--- src/rtl/tbc_pkg.sv ---
// Shared types, constants and codes of the triangle box clipper.
`default_nettype none
package tbc_pkg;
   localparam int COORD_W    = 32;
   localparam int NUM_AXES   = 3;
   localparam int NUM_VERTS  = 3;
   localparam int REQ_W      = NUM_VERTS * NUM_AXES * COORD_W;
   localparam int RSP_W      = 2 * NUM_AXES * COORD_W;
   localparam int CSR_ADDR_W = 3;
   localparam int CSR_DATA_W = 32;
   localparam int PASS_W     = 3;
   localparam logic [PASS_W-1:0] NUM_PASSES = 3'd6;

   typedef logic [1:0] axis_type;
   localparam axis_type AXIS_NONE = 2'd3;
   localparam axis_type OTHER_AXES [NUM_AXES][2] =
      '{'{2'd1, 2'd2}, '{2'd0, 2'd2}, '{2'd0, 2'd1}};

   typedef logic [NUM_AXES-1:0][COORD_W-1:0] vert_type;

   typedef enum logic [2:0] {
      CSR_BOX_MIN_X,
      CSR_BOX_MIN_Y,
      CSR_BOX_MIN_Z,
      CSR_BOX_MAX_X,
      CSR_BOX_MAX_Y,
      CSR_BOX_MAX_Z,
      CSR_OUTPUT_MODE
   } csr_idx_type;

   typedef enum logic [1:0] {
      OUT_VERT,
      OUT_BOX,
      OUT_MISS
   } out_kind_type;

   typedef enum logic [3:0] {
      S_IDLE,
      S_SETUP,
      S_ORDER,
      S_PASS,
      S_EDGE,
      S_DIV,
      S_MUL,
      S_CROSS,
      S_NEXT,
      S_FINISH,
      S_BBOX,
      S_PREP,
      S_MISS,
      S_EMIT
   } state_type;

   typedef struct packed {
      logic         load;
      logic         setup;
      logic         order;
      logic         load_first;
      logic         use_first;
      logic         div_start;
      logic         mul;
      logic         write_cross;
      logic         write_next;
      logic         advance;
      logic         bbox_init;
      logic         bbox_acc;
      logic         load_out;
      out_kind_type out_kind;
      logic         out_last;
   } cmd_type;

   typedef struct packed {
      logic reject;
      logic skip_pass;
      logic emit_cross;
      logic emit_next;
      logic div_done;
      logic mode;
      logic out_last;
   } status_type;
endpackage
`default_nettype wire

--- src/rtl/tbc_ctrl.sv ---
// Controller: sequences setup, six clip passes, bounding box and result transactions.
`default_nettype none
module tbc_ctrl
   import tbc_pkg::*;
#(
   parameter int MAX_VERTS = 9
) (
   input  wire logic                         clock,
   input  wire logic                         reset,
   input  wire logic                         req_tvalid,
   output logic                              req_tready,
   output logic                              rsp_tvalid,
   input  wire logic                         rsp_tready,
   input  wire status_type                   status,
   output cmd_type                           cmd,
   output logic [PASS_W-1:0]                 pass_idx,
   output logic                              src,
   output logic [$clog2(MAX_VERTS)-1:0]      rd_idx,
   output logic [$clog2(MAX_VERTS)-1:0]      wr_idx
);
   localparam int IW = $clog2(MAX_VERTS);
   localparam int CW = $clog2(MAX_VERTS + 1);
   localparam logic [CW-1:0] MAX_CNT = CW'(MAX_VERTS);
   localparam logic [CW-1:0] TRI_CNT = CW'(NUM_VERTS);

   state_type         state_ff, state_in;
   logic [PASS_W-1:0] k_ff, k_in;
   logic [CW-1:0]     j_ff, j_in, cnt_ff, cnt_in, nout_ff, nout_in, oi_ff, oi_in;
   logic              src_ff, src_in, do_adv, room;

   always_ff @(posedge clock) begin
      if (reset) begin
         state_ff <= S_IDLE;
      end else begin
         state_ff <= state_in;
      end
      k_ff    <= k_in;
      j_ff    <= j_in;
      cnt_ff  <= cnt_in;
      nout_ff <= nout_in;
      oi_ff   <= oi_in;
      src_ff  <= src_in;
   end

   always_comb begin
      state_in      = state_ff;
      k_in          = k_ff;
      j_in          = j_ff;
      cnt_in        = cnt_ff;
      nout_in       = nout_ff;
      oi_in         = oi_ff;
      src_in        = src_ff;
      cmd           = '0;
      cmd.use_first = j_ff == cnt_ff;
      cmd.out_kind  = OUT_MISS;
      rd_idx        = j_ff[IW-1:0];
      req_tready    = 1'b0;
      rsp_tvalid    = 1'b0;
      do_adv        = 1'b0;
      room          = nout_ff < MAX_CNT;
      unique case (state_ff)
         S_IDLE: begin
            req_tready = 1'b1;
            if (req_tvalid) begin
               cmd.load = 1'b1;
               state_in = S_SETUP;
            end
         end
         S_SETUP: begin
            cmd.setup = 1'b1;
            state_in  = S_ORDER;
         end
         S_ORDER: begin
            cmd.order = 1'b1;
            k_in      = '0;
            cnt_in    = TRI_CNT;
            src_in    = 1'b0;
            state_in  = status.reject ? S_MISS : S_PASS;
         end
         S_PASS: begin
            rd_idx = '0;
            if (k_ff == NUM_PASSES) begin
               state_in = S_FINISH;
            end else if (status.skip_pass || cnt_ff == '0) begin
               k_in = k_ff + 1'b1;
            end else begin
               cmd.load_first = 1'b1;
               j_in           = CW'(1);
               nout_in        = '0;
               state_in       = S_EDGE;
            end
         end
         S_EDGE: begin
            if (status.emit_cross && room) begin
               cmd.div_start = 1'b1;
               state_in      = S_DIV;
            end else if (status.emit_next && room) begin
               cmd.write_next = 1'b1;
               nout_in        = nout_ff + 1'b1;
               do_adv         = 1'b1;
            end else begin
               do_adv = 1'b1;
            end
         end
         S_DIV: begin
            if (status.div_done) state_in = S_MUL;
         end
         S_MUL: begin
            cmd.mul  = 1'b1;
            state_in = S_CROSS;
         end
         S_CROSS: begin
            cmd.write_cross = 1'b1;
            nout_in         = nout_ff + 1'b1;
            if (status.emit_next) state_in = S_NEXT;
            else do_adv = 1'b1;
         end
         S_NEXT: begin
            if (room) begin
               cmd.write_next = 1'b1;
               nout_in        = nout_ff + 1'b1;
            end
            do_adv = 1'b1;
         end
         S_FINISH: begin
            oi_in = '0;
            if (cnt_ff == '0) state_in = S_MISS;
            else if (status.mode) state_in = S_BBOX;
            else state_in = S_PREP;
         end
         S_BBOX: begin
            rd_idx        = oi_ff[IW-1:0];
            cmd.bbox_acc  = 1'b1;
            cmd.bbox_init = oi_ff == '0;
            if (oi_ff == cnt_ff - 1'b1) state_in = S_PREP;
            else oi_in = oi_ff + 1'b1;
         end
         S_PREP: begin
            rd_idx       = oi_ff[IW-1:0];
            cmd.load_out = 1'b1;
            if (status.mode) begin
               cmd.out_kind = OUT_BOX;
               cmd.out_last = 1'b1;
            end else begin
               cmd.out_kind = OUT_VERT;
               cmd.out_last = oi_ff == cnt_ff - 1'b1;
            end
            state_in = S_EMIT;
         end
         S_MISS: begin
            cmd.load_out = 1'b1;
            cmd.out_kind = OUT_MISS;
            cmd.out_last = 1'b1;
            state_in     = S_EMIT;
         end
         S_EMIT: begin
            rsp_tvalid = 1'b1;
            if (rsp_tready) begin
               if (status.out_last) begin
                  state_in = S_IDLE;
               end else begin
                  oi_in    = oi_ff + 1'b1;
                  state_in = S_PREP;
               end
            end
         end
         default: state_in = S_IDLE;
      endcase
      if (do_adv) begin
         cmd.advance = 1'b1;
         if (j_ff == cnt_ff) begin
            cnt_in   = nout_in;
            src_in   = ~src_ff;
            k_in     = k_ff + 1'b1;
            state_in = S_PASS;
         end else begin
            j_in     = j_ff + 1'b1;
            state_in = S_EDGE;
         end
      end
   end

   assign pass_idx = k_ff;
   assign src      = src_ff;
   assign wr_idx   = nout_ff[IW-1:0];
endmodule
`default_nettype wire

--- config.mk ---
export PLATFORM = sky130hd
export DESIGN_NAME = tbc_ctrl
export DESIGN_NICKNAME = d
export VERILOG_FILES = /design/src/rtl/tbc_pkg.sv /design/src/rtl/tbc_ctrl.sv
export SDC_FILE = /design/constraint.sdc
export NUM_CORES = 1
export LEC_CHECK = 0
export ABC_AREA = 1
export BUFFER_PORTS_ARGS = -buffer_cell sky130_fd_sc_hd__clkbuf_2
export CAP_MARGIN = 10
export CORE_AREA = 8 8 76 78
export CTS_BUF_LIST = sky130_fd_sc_hd__clkbuf_8 sky130_fd_sc_hd__clkbuf_16
export CTS_CLUSTER_DIAMETER = 60
export DETAILED_ROUTE_END_ITERATION = 10
export DIE_AREA = 0 0 84 86
export PLACE_DENSITY = 0.65
export SYNTH_ARGS = -nofsm -noshare
export SYNTH_HDL_FRONTEND = slang
export SYNTH_SLANG_ARGS = --single-unit
--- constraint.sdc ---
create_clock -name clock -period 3.65 [get_ports clock]
set_input_delay 0.365 -clock clock [delete_from_list [all_inputs] [get_ports clock]]
set_output_delay 0.365 -clock clock [all_outputs]
set_load 0.005 [all_outputs]
==> summary.txt <==
status -> finished clean
Post-synth EDFFs -> 4
Die Height -> 86 µm
initial antenna violation count -> 0
Max clock buf depth -> 2
placed cell count -> 422
clock share of power -> 0.153
Nets -> 392
IO buf count -> 40
DRT iter0 DRCs -> 116
LEAKAGE -> 1.37 nW
CP Class -> reg -> out
syn nets -> 349
die area -> 7220 µm²
Seq cells post-synth -> 24
worst clock skew -> 0.00248 ns
slowest cell delay on critical path -> 0.46 ns
H-tree depth -> 1
unrepaired setup endpoints after global routing -> no
CTS tree -> built
Max-Cap Viols -> 0
largest net degree at the start of global routing -> 15
Seq/Total Area, Yosys -> 0.259
Finish-stage setup viols -> 0
warnings from Yosys -> 0
DRT Pass-1 Iters -> 5
Netlist cell types -> 32
Power Density -> 610 nW/µm²
routed wire length -> 5.31 mm
DR WL/cell -> 12.5 µm
Boundary Pins -> 41
antenna cells -> 0
Worst-path clk slew -> 0.10 ns
vias in the first global route -> 1982
Tot GR Track Use -> 0.149
Post-synth ARST share -> 0
share of cells above drive strength 1 -> 0.196
Remaining Overflow, GRT -> 0
post-synthesis area per instance -> 6.10 µm²
Reg power frac -> 0.322
CTS Buf Count -> 3
DRC viols -> 0
Sw Ratio -> 0.467
Starting Density -> 0.438
post-CTS setup buffers -> 0
ANT nets after route -> 0
WP data arrival -> 1.92 ns
Max FO, Critical Path -> 7
Area Growth Syn to Fin -> 15.7%
top_reg_cell synth -> dfxtp_1
Req. time, crit path -> 3.28 ns
worst slew pin tran -> 0.537 ns
core area -> 4600 µm²
Setup Total Neg Slack -> 0 ns
Post-CTS Hold Buffers -> 0
total number of clock tree sinks -> 24
power share of the combinational group -> 0.524
P_int -> 0.000756 W
PostCTS Resize Cnt -> 0
crit-path cells -> inv_2 > ha_1 > nand3_1 > nand2_1 > nor3_1 > clkbuf_2
RePlAce Congestion -> 0.921
row cnt -> 25
VDD IR max -> 0.283 mV
Slew HR -> 0.640
Via Count -> 2116
vias per cell -> 4.97
f_max -> 439 MHz
worst hold path class -> in -> reg
CTS root buf -> clkbuf_8
Post-Syn Instances -> 330
fin crit period -> 2.28 ns
mapped cell area -> 2010 µm²
Final period util -> 0.625
global-route wire length before repair -> 9.11 mm
Slowest cell on crit path -> nor3_1
CP Capture Type -> output port
max-slew violations -> 0
Final Hold Viols -> 0
Die Wd -> 84 µm
Sw Pwr -> 0.000662 W
type of origin of the critical path -> register
dpl hpwl -> 4.34 mm
worst skew pair latency -> 0.27 ns
Non-Filler Instances -> 426
## final timing paths
| kind | start | cells past startpoint | end | slack [ns] |
|---|---|---|---|---|
| min reg2reg | src | 1 | src | 0.48 |
| max | cnt_ff[0] | 6 | cmd[12] | 1.37 |
| min | reset | 2 | state_ff[3] | 0.28 |
| max reg2reg | state_ff[3] | 8 | oi_ff[3] | 1.71 |
## Yosys cell counts (all sizes together) (2+ instances only)
master,number,area (µm²)
nand2,113,472
inv,57,216
nor2,49,225
nand3,29,150
dfxtp,20,400
o21ai,15,86.3
ha,8,100
a21oi,7,35.0
nand4,6,37.5
edfxtp,4,120
o22ai,4,25.0
nor3,3,15.0
o211ai,3,22.5
xor2,3,26.3
buf,2,18.8
nand3b,2,15.0
## per-stage QoR
| step | area, µm² | util | power (W) | hold WS (ns) | worst slack, ns |
|---|---|---|---|---|---|
| floorplan | 2010 | - | 0.000980 | 0.434 | 2.03 |
| global placement | 2260 | 0.492 | 0.00120 | 0.476 | 1.79 |
| detailed placement | 2260 | 0.492 | 0.00120 | 0.472 | 1.71 |
| CTS | 2330 | 0.506 | 0.00142 | 0.275 | 1.39 |
| global route | 2330 | 0.506 | 0.00155 | 0.285 | 1.17 |
| finish | 2330 | 0.506 | 0.00142 | 0.282 | 1.37 |
## flip-flops by register name (all words and copies together) (netlist names)
signal    flops
cnt_ff        4
j_ff          4
oi_ff         4
pass_idx      3
src           1
state_ff      4
wr_idx        4
## cell type report
class                           count  area (µm²)
Sequential cell                    24         520
Tap cell                           54        67.6
Multi-Input combinational cell    247        1260
Fill cell                         491        2270
Timing Repair Buffer               40         200
Clock buffer                        4        66.3
Inverter                           57         216
## layout by cell type, fill, tap and decap left out, types with 2 or more instances in the layout
cell type	Yosys	routed
a21oi_1	7	7
clkbuf_8	0	3
nand2_4	5	5
edfxtp_1	4	4
o21ai_0	7	7
o211ai_1	3	3
inv_2	9	9
inv_1	47	47
nand2_1	104	104
nand2_2	4	4
nor2_4	2	2
xor2_1	3	3
o21ai_1	7	7
nor2_2	4	4
dfxtp_1	20	20
nor2_1	42	42
nand3b_1	2	2
o22ai_1	4	4
nand3_1	28	28
clkbuf_2	0	40
nor3_1	3	3
ha_1	8	8
nand4_1	6	6
## cell families after synthesis
logic type,share of synthesized area
DFF,0.259
adders and majority gates,0.0498
xor gates and xnor gates,0.0174
buffers and inverters,0.117
AOI/OAI and AO/OA,0.103
and+or+nand+nor,0.455
## power by group through the flow
stage	clock [W]	sequential, W	combinational, W
after floorplan	0	0.000438	0.000542
after global placement	0	0.000461	0.000739
after detailed placement	0	0.000460	0.000742
after CTS	0.000220	0.000455	0.000748
after global routing	0.000228	0.000470	0.000855
final	0.000217	0.000458	0.000744
## critical path: cells and delay by family, from the launching register on
kind	cells	cell delay (ns)
DFF	1	0.37
adders and majority gates	1	0.22
buffers and inverters	2	0.28
and+or+nand+nor	3	0.77
## per-layer routing
metal  GRT usage  share of wire  vias to the layer above
met3      0.0284          0.037                       10
met2       0.248           0.47                       43
met4      0.0534          0.015                        0
met1       0.186           0.48                      937
met5           0              0                        -
li1            -              -                     1126
(Power assumes the default switching activity.)
